`config.mk`:
```
export PLATFORM = sky130hd
export DESIGN_NAME = rational_arithmetic_unit_core
export DESIGN_NICKNAME = d
export VERILOG_FILES = /design/src/rtl/core/rau_pkg.sv /design/src/rtl/core/rau_mul.sv /design/src/rtl/core/rau_gcd.sv /design/src/rtl/core/rau_div.sv /design/src/rtl/core/rational_arithmetic_unit_core.sv
export VERILOG_INCLUDE_DIRS = /design/src /design/src/rtl/core
export SDC_FILE = /design/constraint.sdc
export NUM_CORES = 2
export LEC_CHECK = 0
export BUFFER_PORTS_ARGS = -buffer_cell sky130_fd_sc_hd__buf_2
export CORE_ASPECT_RATIO = 0.75
export CORE_UTILIZATION = 35
export DETAILED_ROUTE_END_ITERATION = 7
export PLACE_DENSITY = 0.56
export SLEW_MARGIN = 0
export SYNTH_ARGS = -nofsm -noshare
export SYNTH_HDL_FRONTEND = slang
export SYNTH_HIERARCHICAL = 1
export SYNTH_SLANG_ARGS = --single-unit
```
`constraint.sdc`:
```
create_clock -name clk_i -period 12.7 [get_ports clk_i]
set_clock_uncertainty 0.1 [all_clocks]
set_input_delay 0.635 -clock clk_i [delete_from_list [all_inputs] [get_ports clk_i]]
set_output_delay 0.635 -clock clk_i [all_outputs]
set_load 0.03 [all_outputs]
```
`src/rtl/core/assert_macros.svh`:
```
// Assertion macros shared by the rational arithmetic unit RTL.
// Every macro expects clk_i and rst_ni in the scope where it is used.
`ifndef ASSERT_MACROS_SVH
`define ASSERT_MACROS_SVH

// Implication checked in the same cycle.
`define RAU_ASSERT_SAME(lbl, ante, cons, msg) \
  lbl: assert property (@(posedge clk_i) disable iff (!rst_ni) (ante) |-> (cons)) \
    else $error(msg);

// Implication whose consequent is checked in the next cycle.
`define RAU_ASSERT_NEXT(lbl, ante, cons, msg) \
  lbl: assert property (@(posedge clk_i) disable iff (!rst_ni) (ante) |=> (cons)) \
    else $error(msg);

`endif

```
`src/rtl/core/rau_pkg.sv`:
```
// Package for the rational arithmetic unit: widths, opcodes, status codes,
// controller states and the status struct of the serial units. No dependencies.
package rau_pkg;

  localparam int WordBits    = 32;
  localparam int FieldBits   = 32;
  localparam int DenOutBits  = 31;
  localparam int ProdBits    = 2 * WordBits;
  localparam int MulCntBits  = $clog2(WordBits);
  localparam int DivCntBits  = $clog2(ProdBits);
  localparam int ShiftBits   = $clog2(ProdBits + 1);

  typedef enum logic [2:0] {
    OpAdd  = 3'd0,
    OpSub  = 3'd1,
    OpMul  = 3'd2,
    OpDiv  = 3'd3,
    OpCmp  = 3'd4,
    OpNorm = 3'd5
  } opcode_e;

  typedef enum logic [1:0] {
    StOk       = 2'd0,
    StZeroDen  = 2'd1,
    StOverflow = 2'd2
  } status_e;

  typedef enum logic [2:0] {
    SIdle,
    SMul,
    SComb,
    SGcd,
    SDiv,
    SFin,
    SOut
  } state_e;

  typedef struct packed {
    logic busy;
    logic done;
  } unit_sts_t;

endpackage

```
`src/rtl/core/rau_mul.sv`:
```
// Bit-serial shift-and-add multiplier, one multiplier bit per cycle.
// Depends on rau_pkg for widths and the unit status struct.
module rau_mul (
  input  logic                              clk_i,
  input  logic                              rst_ni,
  input  logic                              start_i,
  input  logic [rau_pkg::WordBits-1:0]      a_i,
  input  logic [rau_pkg::WordBits-1:0]      b_i,
  output rau_pkg::unit_sts_t                sts_o,
  output logic [rau_pkg::ProdBits-1:0]      prod_o
);

  logic                             busy_q, done_q;
  logic [rau_pkg::MulCntBits-1:0]   cnt_q;
  logic [rau_pkg::ProdBits-1:0]     acc_q, mc_q;
  logic [rau_pkg::WordBits-1:0]     mp_q;

  always_ff @(posedge clk_i or negedge rst_ni) begin
    if (!rst_ni) begin
      busy_q <= 1'b0;
      done_q <= 1'b0;
      cnt_q  <= '0;
    end else begin
      done_q <= 1'b0;
      if (start_i) begin
        busy_q <= 1'b1;
        cnt_q  <= '0;
      end else if (busy_q) begin
        cnt_q <= cnt_q + 1'b1;
        if (cnt_q == rau_pkg::MulCntBits'(rau_pkg::WordBits - 1)) begin
          busy_q <= 1'b0;
          done_q <= 1'b1;
        end
      end
    end
  end

  always_ff @(posedge clk_i) begin
    if (start_i) begin
      acc_q <= '0;
      mc_q  <= rau_pkg::ProdBits'(a_i);
      mp_q  <= b_i;
    end else if (busy_q) begin
      if (mp_q[0]) begin
        acc_q <= acc_q + mc_q;
      end
      mc_q <= {mc_q[rau_pkg::ProdBits-2:0], 1'b0};
      mp_q <= {1'b0, mp_q[rau_pkg::WordBits-1:1]};
    end
  end

  assign sts_o.busy = busy_q;
  assign sts_o.done = done_q;
  assign prod_o     = acc_q;

endmodule

```
`src/rtl/core/rau_gcd.sv`:
```
// Binary GCD unit: one shift or one subtraction per cycle, then the common
// power of two is shifted back in one bit per cycle. Depends on rau_pkg.
module rau_gcd (
  input  logic                              clk_i,
  input  logic                              rst_ni,
  input  logic                              start_i,
  input  logic [rau_pkg::ProdBits-1:0]      x_i,
  input  logic [rau_pkg::ProdBits-1:0]      y_i,
  output rau_pkg::unit_sts_t                sts_o,
  output logic [rau_pkg::ProdBits-1:0]      gcd_o
);

  logic                            busy_q, shift_q, done_q;
  logic [rau_pkg::ShiftBits-1:0]   k_q;
  logic [rau_pkg::ProdBits-1:0]    u_q, v_q;
  logic                            zero_hit;

  assign zero_hit = (u_q == '0) || (v_q == '0);

  always_ff @(posedge clk_i or negedge rst_ni) begin
    if (!rst_ni) begin
      busy_q  <= 1'b0;
      shift_q <= 1'b0;
      done_q  <= 1'b0;
      k_q     <= '0;
    end else begin
      done_q <= 1'b0;
      if (start_i) begin
        busy_q <= 1'b1;
        k_q    <= '0;
      end else if (busy_q && !shift_q) begin
        if (zero_hit) begin
          shift_q <= 1'b1;
        end else if (!u_q[0] && !v_q[0]) begin
          k_q <= k_q + 1'b1;
        end
      end else if (shift_q) begin
        if (k_q == '0) begin
          shift_q <= 1'b0;
          busy_q  <= 1'b0;
          done_q  <= 1'b1;
        end else begin
          k_q <= k_q - 1'b1;
        end
      end
    end
  end

  always_ff @(posedge clk_i) begin
    if (start_i) begin
      u_q <= x_i;
      v_q <= y_i;
    end else if (busy_q && !shift_q) begin
      if (zero_hit) begin
        u_q <= u_q | v_q;
      end else if (!u_q[0] && !v_q[0]) begin
        u_q <= u_q >> 1;
        v_q <= v_q >> 1;
      end else if (!u_q[0]) begin
        u_q <= u_q >> 1;
      end else if (!v_q[0]) begin
        v_q <= v_q >> 1;
      end else if (u_q >= v_q) begin
        u_q <= u_q - v_q;
      end else begin
        v_q <= v_q - u_q;
      end
    end else if (shift_q && (k_q != '0)) begin
      u_q <= u_q << 1;
    end
  end

  assign sts_o.busy = busy_q;
  assign sts_o.done = done_q;
  assign gcd_o      = u_q;

endmodule

```
`src/rtl/core/rau_div.sv`:
```
// Restoring divider producing one quotient bit per cycle.
// Depends on rau_pkg for widths and the unit status struct.
module rau_div (
  input  logic                              clk_i,
  input  logic                              rst_ni,
  input  logic                              start_i,
  input  logic [rau_pkg::ProdBits-1:0]      num_i,
  input  logic [rau_pkg::ProdBits-1:0]      den_i,
  output rau_pkg::unit_sts_t                sts_o,
  output logic [rau_pkg::ProdBits-1:0]      quo_o
);

  logic                             busy_q, done_q;
  logic [rau_pkg::DivCntBits-1:0]   cnt_q;
  logic [rau_pkg::ProdBits-1:0]     rem_q, quo_q, d_q;
  logic [rau_pkg::ProdBits:0]       trial, diff;
  logic                             fits;

  assign trial = {rem_q, quo_q[rau_pkg::ProdBits-1]};
  assign diff  = trial - {1'b0, d_q};
  assign fits  = trial >= {1'b0, d_q};

  always_ff @(posedge clk_i or negedge rst_ni) begin
    if (!rst_ni) begin
      busy_q <= 1'b0;
      done_q <= 1'b0;
      cnt_q  <= '0;
    end else begin
      done_q <= 1'b0;
      if (start_i) begin
        busy_q <= 1'b1;
        cnt_q  <= '0;
      end else if (busy_q) begin
        cnt_q <= cnt_q + 1'b1;
        if (cnt_q == rau_pkg::DivCntBits'(rau_pkg::ProdBits - 1)) begin
          busy_q <= 1'b0;
          done_q <= 1'b1;
        end
      end
    end
  end

  always_ff @(posedge clk_i) begin
    if (start_i) begin
      rem_q <= '0;
      quo_q <= num_i;
      d_q   <= den_i;
    end else if (busy_q) begin
      // The remainder stays below the divisor, so the top trial bit drops out.
      rem_q <= fits ? diff[rau_pkg::ProdBits-1:0] : trial[rau_pkg::ProdBits-1:0];
      quo_q <= {quo_q[rau_pkg::ProdBits-2:0], fits};
    end
  end

  assign sts_o.busy = busy_q;
  assign sts_o.done = done_q;
  assign quo_o      = quo_q;

endmodule

```
`src/rtl/core/rational_arithmetic_unit_core.sv`:
```
// Rational arithmetic unit top level: controller, operand split and result
// packing. Depends on rau_pkg, rau_mul, rau_gcd, rau_div and assert_macros.svh.

// One beat in gives one beat out. An item with a zero denominator, a divide
// by a zero fraction or an unknown opcode goes from idle straight to the output
// state and skips the serial units. Otherwise the item runs through two or
// three bit-serial multiplications (three for add, subtract and compare), a
// binary GCD on the 2*WordBits-bit result numerator and denominator (one shift
// or subtract per cycle, then the common power of two is shifted back in) and
// two restoring divisions, of the numerator and then the denominator by the
// GCD. Compare skips the GCD and the divisions; a zero result skips them too.
// A new beat is taken as soon as the controller is back in idle, even while
// the previous result still waits in the output register.
`include "assert_macros.svh"

module rational_arithmetic_unit_core (
  input  logic                                 clk_i,
  input  logic                                 rst_ni,
  input  logic                                 in_valid_i,
  output logic                                 in_ready_o,
  input  logic [2:0]                           opcode_i,
  input  logic signed [rau_pkg::FieldBits-1:0] a_num_i,
  input  logic signed [rau_pkg::FieldBits-1:0] a_den_i,
  input  logic signed [rau_pkg::FieldBits-1:0] b_num_i,
  input  logic signed [rau_pkg::FieldBits-1:0] b_den_i,
  output logic                                 out_valid_o,
  input  logic                                 out_ready_i,
  output logic signed [rau_pkg::FieldBits-1:0] res_num_o,
  output logic [rau_pkg::DenOutBits-1:0]       res_den_o,
  output logic                                 is_less_o,
  output logic                                 is_equal_o,
  output logic [1:0]                           status_o
);

  localparam int W = rau_pkg::WordBits;
  localparam int P = rau_pkg::ProdBits;
  localparam logic [P-1:0] HalfVal = P'(64'd1 << (W - 1));

  function automatic logic [W-1:0] mag_of(input logic [rau_pkg::FieldBits-1:0] x);
    logic [W-1:0] v;
    v = x[W-1:0];
    return v[W-1] ? (~v + 1'b1) : v;
  endfunction

  rau_pkg::state_e  state_q, state_d;
  rau_pkg::opcode_e op_q;

  logic         sa_q, sb_q;
  logic [W-1:0] an_q, ad_q, bn_q, bd_q;
  logic [1:0]   mi_q, mi_last;
  logic         mstart_q, dstart_q, di_q;
  logic [P-1:0] m0_q, m1_q, m2_q;
  logic [P-1:0] rn_q, rd_q, g_q, qn_q, qd_q;
  logic         rs_q;

  logic [rau_pkg::FieldBits-1:0]  wr_num_q, out_num_q;
  logic [rau_pkg::DenOutBits-1:0] wr_den_q, out_den_q;
  logic                           wr_less_q, wr_eq_q, out_less_q, out_eq_q;
  rau_pkg::status_e               wr_st_q, out_st_q;
  logic                           out_valid_q;

  // Accept-time operand split and checks.
  logic [W-1:0] in_an, in_ad, in_bn, in_bd;
  logic         in_sa, in_sb, in_known, in_err;

  // Serial unit hookup.
  rau_pkg::unit_sts_t mul_sts, gcd_sts, div_sts;
  logic               mul_start, gcd_start, div_start, out_free;
  logic [W-1:0]       mul_a, mul_b;
  logic [P-1:0]       mul_p, gcd_g, div_q, div_n;

  // Combine step.
  logic         c_sbx, c_rs;
  logic [P-1:0] c_rn, c_rd;

  // Final packing.
  logic [W-1:0] fin_nw;
  logic         fin_ovf;

  assign in_an = mag_of(a_num_i);
  assign in_ad = mag_of(a_den_i);
  assign in_bn = mag_of(b_num_i);
  assign in_bd = mag_of(b_den_i);
  assign in_sa = (a_num_i[W-1] ^ a_den_i[W-1]) && (in_an != '0);
  assign in_sb = (b_num_i[W-1] ^ b_den_i[W-1]) && (in_bn != '0);

  always_comb begin
    case (rau_pkg::opcode_e'(opcode_i))
      rau_pkg::OpAdd, rau_pkg::OpSub, rau_pkg::OpMul,
      rau_pkg::OpDiv, rau_pkg::OpCmp:
        in_known = 1'b1;
      rau_pkg::OpNorm: in_known = 1'b1;
      default:         in_known = 1'b0;
    endcase
  end

  assign in_err = (in_ad == '0)
               || ((rau_pkg::opcode_e'(opcode_i) != rau_pkg::OpNorm) && (in_bd == '0))
               || ((rau_pkg::opcode_e'(opcode_i) == rau_pkg::OpDiv) && (in_bn == '0));

  always_comb begin
    mi_last = 2'd1;
    mul_a   = an_q;
    mul_b   = bd_q;
    case (op_q)
      rau_pkg::OpAdd, rau_pkg::OpSub, rau_pkg::OpCmp: begin
        mi_last = 2'd2;
        case (mi_q)
          2'd0:    begin mul_a = an_q; mul_b = bd_q; end
          2'd1:    begin mul_a = bn_q; mul_b = ad_q; end
          default: begin mul_a = ad_q; mul_b = bd_q; end
        endcase
      end
      rau_pkg::OpMul: begin
        mul_a = (mi_q == 2'd0) ? an_q : ad_q;
        mul_b = (mi_q == 2'd0) ? bn_q : bd_q;
      end
      rau_pkg::OpDiv: begin
        mul_a = (mi_q == 2'd0) ? an_q : ad_q;
        mul_b = (mi_q == 2'd0) ? bd_q : bn_q;
      end
      rau_pkg::OpNorm: begin
        mul_a = (mi_q == 2'd0) ? an_q : ad_q;
        mul_b = W'(1);
      end
      default: begin
        mul_a = an_q;
        mul_b = bd_q;
      end
    endcase
  end

  // Sign-magnitude sum of the cross products for add, subtract and compare; other opcodes pass both products through.
  always_comb begin
    c_sbx = (op_q == rau_pkg::OpAdd) ? sb_q : !sb_q;
    c_rn  = m0_q;
    c_rd  = m1_q;
    c_rs  = sa_q ^ sb_q;
    case (op_q)
      rau_pkg::OpAdd, rau_pkg::OpSub, rau_pkg::OpCmp: begin
        c_rd = m2_q;
        if (sa_q == c_sbx) begin
          c_rs = sa_q;
          c_rn = m0_q + m1_q;
        end else if (m0_q >= m1_q) begin
          c_rs = sa_q;
          c_rn = m0_q - m1_q;
        end else begin
          c_rs = c_sbx;
          c_rn = m1_q - m0_q;
        end
      end
      rau_pkg::OpNorm: c_rs = sa_q;
      default:         c_rs = sa_q ^ sb_q;
    endcase
    if (c_rn == '0) begin
      c_rs = 1'b0;
    end
  end

  assign fin_ovf = (qd_q > (HalfVal - 1'b1))
                || (qn_q > (rs_q ? HalfVal : (HalfVal - 1'b1)));
  assign fin_nw  = rs_q ? (~qn_q[W-1:0] + 1'b1) : qn_q[W-1:0];
  assign out_free = !out_valid_q || out_ready_i;

  // Next state.
  always_comb begin
    state_d = state_q;
    case (state_q)
      rau_pkg::SIdle: begin
        if (in_valid_i) begin
          state_d = (!in_known || in_err) ? rau_pkg::SOut : rau_pkg::SMul;
        end
      end
      rau_pkg::SMul: begin
        if (mul_sts.done && (mi_q == mi_last)) begin
          state_d = rau_pkg::SComb;
        end
      end
      rau_pkg::SComb: begin
        if (op_q == rau_pkg::OpCmp) begin
          state_d = rau_pkg::SOut;
        end else if (c_rn == '0) begin
          state_d = rau_pkg::SFin;
        end else begin
          state_d = rau_pkg::SGcd;
        end
      end
      rau_pkg::SGcd: begin
        if (gcd_sts.done) begin
          state_d = rau_pkg::SDiv;
        end
      end
      rau_pkg::SDiv: begin
        if (div_sts.done && di_q) begin
          state_d = rau_pkg::SFin;
        end
      end
      rau_pkg::SFin: state_d = rau_pkg::SOut;
      rau_pkg::SOut: begin
        if (out_free) begin
          state_d = rau_pkg::SIdle;
        end
      end
      default: state_d = rau_pkg::SIdle;
    endcase
  end

  // Controller outputs.
  always_comb begin
    in_ready_o = (state_q == rau_pkg::SIdle);
    mul_start  = (state_q == rau_pkg::SMul) && mstart_q;
    gcd_start  = (state_q == rau_pkg::SComb) && (state_d == rau_pkg::SGcd);
    div_start  = (state_q == rau_pkg::SDiv) && dstart_q;
  end

  assign div_n = di_q ? rd_q : rn_q;

  always_ff @(posedge clk_i or negedge rst_ni) begin
    if (!rst_ni) begin
      state_q     <= rau_pkg::SIdle;
      mstart_q    <= 1'b0;
      dstart_q    <= 1'b0;
      mi_q        <= '0;
      di_q        <= 1'b0;
      out_valid_q <= 1'b0;
    end else begin
      state_q  <= state_d;
      mstart_q <= 1'b0;
      dstart_q <= 1'b0;
      if (state_q == rau_pkg::SIdle && in_valid_i) begin
        mi_q     <= '0;
        mstart_q <= in_known && !in_err;
      end
      if (state_q == rau_pkg::SMul && mul_sts.done && (mi_q != mi_last)) begin
        mi_q     <= mi_q + 1'b1;
        mstart_q <= 1'b1;
      end
      if (state_q == rau_pkg::SGcd && gcd_sts.done) begin
        di_q     <= 1'b0;
        dstart_q <= 1'b1;
      end
      if (state_q == rau_pkg::SDiv && div_sts.done && !di_q) begin
        di_q     <= 1'b1;
        dstart_q <= 1'b1;
      end
      if (state_q == rau_pkg::SOut && out_free) begin
        out_valid_q <= 1'b1;
      end else if (out_ready_i) begin
        out_valid_q <= 1'b0;
      end
    end
  end

  always_ff @(posedge clk_i) begin
    case (state_q)
      rau_pkg::SIdle: begin
        if (in_valid_i) begin
          op_q      <= rau_pkg::opcode_e'(opcode_i);
          an_q      <= in_an;
          ad_q      <= in_ad;
          bn_q      <= in_bn;
          bd_q      <= in_bd;
          sa_q      <= in_sa;
          sb_q      <= in_sb;
          wr_num_q  <= '0;
          wr_den_q  <= '0;
          wr_less_q <= 1'b0;
          wr_eq_q   <= 1'b0;
          wr_st_q   <= (in_known && in_err) ? rau_pkg::StZeroDen : rau_pkg::StOk;
        end
      end
      rau_pkg::SMul: begin
        if (mul_sts.done) begin
          case (mi_q)
            2'd0:    m0_q <= mul_p;
            2'd1:    m1_q <= mul_p;
            default: m2_q <= mul_p;
          endcase
        end
      end
      rau_pkg::SComb: begin
        rn_q <= c_rn;
        rd_q <= c_rd;
        rs_q <= c_rs;
        // A zero value reduces straight to 0/1.
        qn_q <= '0;
        qd_q <= P'(1);
        if (op_q == rau_pkg::OpCmp) begin
          wr_less_q <= (c_rn != '0) && c_rs;
          wr_eq_q   <= (c_rn == '0);
        end
      end
      rau_pkg::SGcd: begin
        if (gcd_sts.done) begin
          g_q <= gcd_g;
        end
      end
      rau_pkg::SDiv: begin
        if (div_sts.done) begin
          if (di_q) begin
            qd_q <= div_q;
          end else begin
            qn_q <= div_q;
          end
        end
      end
      rau_pkg::SFin: begin
        if (fin_ovf) begin
          wr_st_q <= rau_pkg::StOverflow;
        end else begin
          wr_num_q <= rau_pkg::FieldBits'($signed(fin_nw));
          wr_den_q <= rau_pkg::DenOutBits'(qd_q[W-2:0]);
        end
      end
      rau_pkg::SOut: begin
        if (out_free) begin
          out_num_q  <= wr_num_q;
          out_den_q  <= wr_den_q;
          out_less_q <= wr_less_q;
          out_eq_q   <= wr_eq_q;
          out_st_q   <= wr_st_q;
        end
      end
      default: ;
    endcase
  end

  rau_mul u_mul (
    .clk_i   (clk_i),
    .rst_ni  (rst_ni),
    .start_i (mul_start),
    .a_i     (mul_a),
    .b_i     (mul_b),
    .sts_o   (mul_sts),
    .prod_o  (mul_p)
  );

  rau_gcd u_gcd (
    .clk_i   (clk_i),
    .rst_ni  (rst_ni),
    .start_i (gcd_start),
    .x_i     (c_rn),
    .y_i     (c_rd),
    .sts_o   (gcd_sts),
    .gcd_o   (gcd_g)
  );

  rau_div u_div (
    .clk_i   (clk_i),
    .rst_ni  (rst_ni),
    .start_i (div_start),
    .num_i   (div_n),
    .den_i   (g_q),
    .sts_o   (div_sts),
    .quo_o   (div_q)
  );

  assign out_valid_o = out_valid_q;
  assign res_num_o   = out_num_q;
  assign res_den_o   = out_den_q;
  assign is_less_o   = out_less_q;
  assign is_equal_o  = out_eq_q;
  assign status_o    = out_st_q;

  `RAU_ASSERT_SAME(a_err_zero, out_valid_o && (status_o != rau_pkg::StOk), (res_num_o == '0) && (res_den_o == '0), "error beat carries a nonzero fraction")
  `RAU_ASSERT_SAME(a_mul_free, mul_start, !mul_sts.busy, "multiplier restarted while busy")
  `RAU_ASSERT_SAME(a_gcd_nz, gcd_sts.done, gcd_g != '0, "GCD unit returned zero")
  `RAU_ASSERT_NEXT(a_leave_idle, in_valid_i && in_ready_o, state_q != rau_pkg::SIdle, "accepted beat left controller idle")

endmodule

```
# After elaboration in Yosys (flattened, before gate mapping)
# Cells that the tools add are included.
# classes
add_sub_neg,17
n_lt_le_gt_ge,5
eq_ne,40
mux,121
n_bitwise,11
reduce_logical,87
# op_table
cell,count
64-bit two-way mux,27
32-bit two-way mux,16
64-bit subtractor,5
64-bit case mux with 2 select lines,2
64-bit logical NOT,3
32-bit case mux with 2 select lines,3
32-bit by 1-bit adder with 32-bit output (second input constant),5
32-bit inverter,5
64-bit adder,2
64-bit >= comparator,2
32-bit case mux with 4 select lines,1
32-bit logical NOT,3
65-bit by 64-bit >= comparator with 1-bit output,1
64-bit by 31-bit > comparator with 1-bit output (second input constant),1
64-bit by 32-bit > comparator with 1-bit output,1
64-bit bitwise OR,1
32-bit nonzero test,2
64-bit nonzero test,1
31-bit two-way mux,2
31-bit case mux with 2 select lines,1
7-bit two-way mux,6
1-bit two-way mux,41
3-bit AND reduction,11
3-bit two-way mux,8
42 further kinds,131
# totals
ff_bits,1294
in_bits,135
out_inout_bits,69
wordCells,334

# Depth between registers and ports, before layout
# depth
ltp_word,15
depth_mapped,27
ltp_nobuf,23

# Modules after synthesis
# Netlist, hierarchy kept.
# by_module_without_submodules
module,instances,cells_each,area_per_inst_um2,seq_area_each_um2
rational_arithmetic_unit_core,1,4328,45497.4,23647.7
rau_gcd,1,2179,17361.7,4093.9
rau_div,1,1300,12361.9,5325.1
rau_mul,1,1104,10177.3,4018.9

# Least setup slack after synthesis
# No wires, ideal clock.
# synth_path
path_kind,flip-flop to flip-flop
startpoint,register state_q[2]
endpoint,register u_gcd/v_q[10] in the netlist's numbering (enable)
setup_ns,0.580
t_arrival_ns,9.388
required_ns,12.020
path_slack_ns,2.632
stages_incl_launch_ff,11
path_buffers,4
period_less_slack_ns,10.068
path_cell_list,dfrtp_1 -> clkbuf_1 -> nand2b_1 -> or2_0 -> inv_1 -> and3_1 -> clkbuf_1 -> clkbuf_1 -> clkbuf_1 -> nor2_1 -> a21boi_0
# synth_between
elab_chain_cells,6
word_cells_on_any_way,20
classes_between,eq/ne: 9; mux: 6; reduce/logical: 5
# synth_rtl
element,line_no,rtl
from (decl),rational_arithmetic_unit_core.sv:45,"rau_pkg::state_e state_q, state_d;"
from (signal assigned),rational_arithmetic_unit_core.sv:221,state_q <= rau_pkg::SIdle;
from (signal assigned),rational_arithmetic_unit_core.sv:228,state_q <= state_d;
"3-bit == test, or another cell as far along",rational_arithmetic_unit_core.sv:169,case (state_q)
3-bit case mux with 7 select lines,rational_arithmetic_unit_core.sv:169,
3-bit by 2-bit == test with 1-bit output,rational_arithmetic_unit_core.sv:213,gcd_start = (state_q == rau_pkg::SComb) && (state_d == rau_pkg::SGcd);
1-bit logical AND (*),rational_arithmetic_unit_core.sv:213,
net gcd_start,rational_arithmetic_unit_core.sv:68,"logic mul_start, gcd_start, div_start, out_free;"
"4-bit inequality test (no line), or another cell as far along",-,
4-bit AND reduction (no line) (*),-,
to (signal assigned),rau_gcd.sv:58,v_q <= v_q >> 1;
to (signal assigned),rau_gcd.sv:62,v_q <= v_q >> 1;
to (signal assigned),rau_gcd.sv:66,v_q <= v_q - u_q;
to (decl),rau_gcd.sv:15,"logic [rau_pkg::ProdBits-1:0] u_q, v_q;"
# Mark *: on every way through the listed nets, which the timed path passes. The rest lies on a longest branch.
# A chain may end at the register's enable or synchronous reset.

# Worst setup path after layout
# layout_path
startpoint,register m0_q[11]
endpoint,register u_gcd.u_q (netlist bit u_gcd/gcd_o[4]) (data pin)
# layout_between
elab_chain_cells,11
word_cells_on_any_way,14
classes_between,add/sub: 3; order compare: 1; eq/ne: 1; mux: 7; reduce/logical: 2
# layout_rtl
element,line_no,rtl
from (decl),rational_arithmetic_unit_core.sv:52,"logic [P-1:0] m0_q, m1_q, m2_q;"
from (signal assigned),rational_arithmetic_unit_core.sv:276,2'd0: m0_q <= mul_p;
"64-bit subtractor, or another cell as far along",rational_arithmetic_unit_core.sv:150,c_rn = m1_q - m0_q;
64-bit two-way mux,rational_arithmetic_unit_core.sv:145,end else if (m0_q >= m1_q) begin
64-bit two-way mux (*),rational_arithmetic_unit_core.sv:142,if (sa_q == c_sbx) begin
64-bit two-way mux (*),rational_arithmetic_unit_core.sv:139,case (op_q)
net c_rn[59],rational_arithmetic_unit_core.sv:74,"logic [P-1:0] c_rn, c_rd;"
64-bit logical NOT (*),rational_arithmetic_unit_core.sv:183,end else if (c_rn == '0) begin
3-bit two-way mux (*),rational_arithmetic_unit_core.sv:183,
3-bit two-way mux (*),rational_arithmetic_unit_core.sv:181,if (op_q == rau_pkg::OpCmp) begin
3-bit case mux with 7 select lines (*),rational_arithmetic_unit_core.sv:169,
3-bit by 2-bit == test with 1-bit output (*),rational_arithmetic_unit_core.sv:213,
1-bit logical AND (*),rational_arithmetic_unit_core.sv:213,
net gcd_start,rational_arithmetic_unit_core.sv:68,
64-bit two-way mux (*),rau_gcd.sv:50,if (start_i) begin
to (signal assigned),rau_gcd.sv:51,u_q <= x_i;
to (signal assigned),rau_gcd.sv:55,u_q <= u_q | v_q;
to (signal assigned),rau_gcd.sv:57,u_q <= u_q >> 1;
to (decl),rau_gcd.sv:15,
# Marks and branches as above.

==> results by group <==
STA
  • Max_slew headroom: 0.01153
  • Final min period: 9.506 ns
  • Post-route setup TNS: 0 ns
  • Final Hold Viols: 0
  • Final period util: 0.7485
  • Peak Freq: 105.2 MHz
  • Worst Hold Margin: 0.05079 ns
  • Slew Viols, Final: 0
  • Final setup fails: 0
  • Measured slew at the worst slew-check pin: 1.467 ns
  • RSZ-0062 raised after global routing: false

Floorplan
  • Core area: 0.2416 mm^2
  • # IOs: 204
  • Starting Density: 0.3533
  • Total die area: 0.2459 mm^2
  • Die Wd: 572.3 um
  • # rows: 156
  • Die height: 429.7 um

Route
  • Drt total wl: 359.7 mm
  • Vias per inst: 6.035
  • First-pass DRT Iterations: 8
  • Via count: 74320
  • 1st-iter DRT viols: 9812
  • DRC: 6
  • Drt wl/cell: 29.21 um
  • Final ANT Viol Nets: 0

Place
  • RD Place Congestion: 1.018
  • DP Wirelength: 284.7 mm
  • PortBufs: 203

Min path
  • WHS Path Cells: 2
  • Hold WC Path Type: input port to flip-flop

Power
  • LEAKAGE: 35.53 nW
  • Pwr Density: 243.1 mW/mm^2
  • Maximum VDD drop: 161.8 uV

Run
  • Max-capacitance violation count: 1

Global routing
  • GRT Residual Overflow: 0
  • First-pass GRT wire length: 508.3 mm
  • Vias in the first global route: 69840
  • Largest net degree at the start of global routing: 156
  • Tot GR Track Use: 0.2832
  • Initial antenna violation count: 26

Finish
  • Area Overhead vs Synth: 11.04%
  • Register area: 0.03709 mm^2
  • Share of layout cells above drive strength 1: 0.1052
  • Final net count: 9646
  • Multi-input gate area: 0.04411 mm^2
  • Fill cells: 24230

CTS
  • Clock Pin Slew Worst Setup and Hold Paths: 0.06 ns
  • Root buffer cell: clkbuf_16
  • Clock Latency Late Sink: 0.87 ns
  • Clock buffer depth: 4
  • Cts bufs inserted: 150
  • # clock sinks: 1294
  • CTS tree: done
  • Number of H-tree levels: 4

Status
  • Status: finished, violations left
  • Failing checks: DRC, capacitance limit

Synthesis
  • Synth Instances: 8908
  • Syn Std Cell Area: 0.08538 mm^2
  • Synth warnings: 6
  • Avg Synthesized Cell Area: 9.584 um^2
  • Synthesized Nets: 9606

Worst setup path
  • CP Class: flip-flop to flip-flop
  • Worst r2r path cells: 23
  • Req. time, crit path: 13.20 ns
  • Endpoint class of the critical path: flip-flop
  • Crit Path Max Fanout: 39
  • Critical Path Start Type: flip-flop
  • Crit path DAT: 10.00 ns
  • Register-to-Register Setup Slack: 3.19 ns
-- power by group --
group / leakage [nW] / total [mW] / internal [mW] / switching, mW
combinational: 21.1 / 11.6 / 3.60 / 8.02
sequential: 12.0 / 7.07 / 6.05 / 1.02
clock: 2.34 / 4.35 / 2.52 / 1.84
-- what timing repair did --
action	CTS	global route
setup endpoints to repair	0	0
hold endpoints to repair	62	0
setup buffers	0	0
gates resized for setup	0	0
hold buffers	29	0
-- metrics by stage --
step	area, um^2	utilization	power, mW	instances	setup slack [ns]
after CTS	94750	0.3921	22.67	12300	3.425
after detailed placement	89640	0.3710	18.19	12000	3.410
after floorplan	85380	-	13.84	8908	2.632
after global placement	89640	0.3710	18.29	12000	3.555
after global routing	94770	0.3922	23.95	12300	3.053
final	94800	0.3923	23.05	12310	3.194
-- state kept, by name, summed over array words and instances, names as in the netlist, 31 cells and up --
signal,cells
u_mul/mp_q,32
m2_q,64
wr_den_q,31
res_num_o,32
bn_q,32
qd_q,64
qn_q,64
g_q,64
an_q,32
u_mul/prod_o,64
rn_q,64
u_mul/mc_q,64
bd_q,32
u_div/quo_o,64
u_div/d_q,64
u_div/rem_q,64
m1_q,64
u_gcd/gcd_o,64
m0_q,64
ad_q,32
rd_q,64
res_den_o,31
wr_num_q,32
u_gcd/v_q,64
-- layout make-up --
class                   count  share of cell area
well taps                3239             0.04275
inverters                 599             0.02380
multi-input cells        6523              0.4653
diodes                     13           0.0003431
clock buffers             192             0.04244
repair buffers            380             0.02571
clock inverters            74            0.008381
flip-flops and latches   1294              0.3912
-- critical path, stage by stage (launching register included) --
cell      delay, ns
edfxtp_1       0.50
inv_1          0.08
ha_1           0.68
nand4_1        0.33
or4_4          0.57
or4_4          0.54
o211ai_2       0.11
o21a_2         0.42
buf_4          0.36
nor2_2         0.06
buf_4          0.37
o21ai_0        0.61
mux2i_1        0.25
nand4_1        0.30
a211oi_1       0.73
and4_1         0.29
nand4_1        0.27
nand3b_1       0.36
and3_4         0.40
clkinv_1       0.44
buf_4          0.51
nand2_1        0.43
a211o_1        0.35
o311ai_0       0.10
-- layout by cell type (no fill, tap or decap), drive strengths merged, types with 110 or more instances in the layout --
master and n:
nor2 543, ha 555, mux2 194, dfxtp 160
a21o 148, xnor2 329, edfxtp 1100, buf 351
clkbuf 192, inv 600, and2 142, nor3 166
o21bai 111, a21oi 795, nand4 147, a31oi 110
nand3 164, nor4 156, o21ai 617, nand2 871
o31ai 128
-- final timing paths --
path	startpoint	endpoint
worst max-delay path	m0_q[11]$_DFFE_PP_	u_gcd/gcd_o[4]$_DFFE_PP_
min in group asynchronous	rst_ni	u_mul/cnt_q[4]$_DFFE_PN0P_
worst min-delay path	b_num_i[25]	bn_q[25]$_DFFE_PP_
worst max register to register	m0_q[11]$_DFFE_PP_	u_gcd/gcd_o[4]$_DFFE_PP_
max in group asynchronous	rst_ni	u_div/busy_q$_DFF_PN0_
worst min register to register	g_q[19]$_DFFE_PP_	u_div/d_q[19]$_DFFE_PP_
-- routing by layer --
metal | part of all wire | track usage | vias up
met3 | 0.096 | 0.06197 | 510
met4 | 0.035 | 0.08900 | 14
met2 | 0.41 | 0.4035 | 3746
met5 | 0.00024 | 0 | -
met1 | 0.46 | 0.4208 | 36780
li1 | - | - | 33270
(Power assumes the default switching activity.)
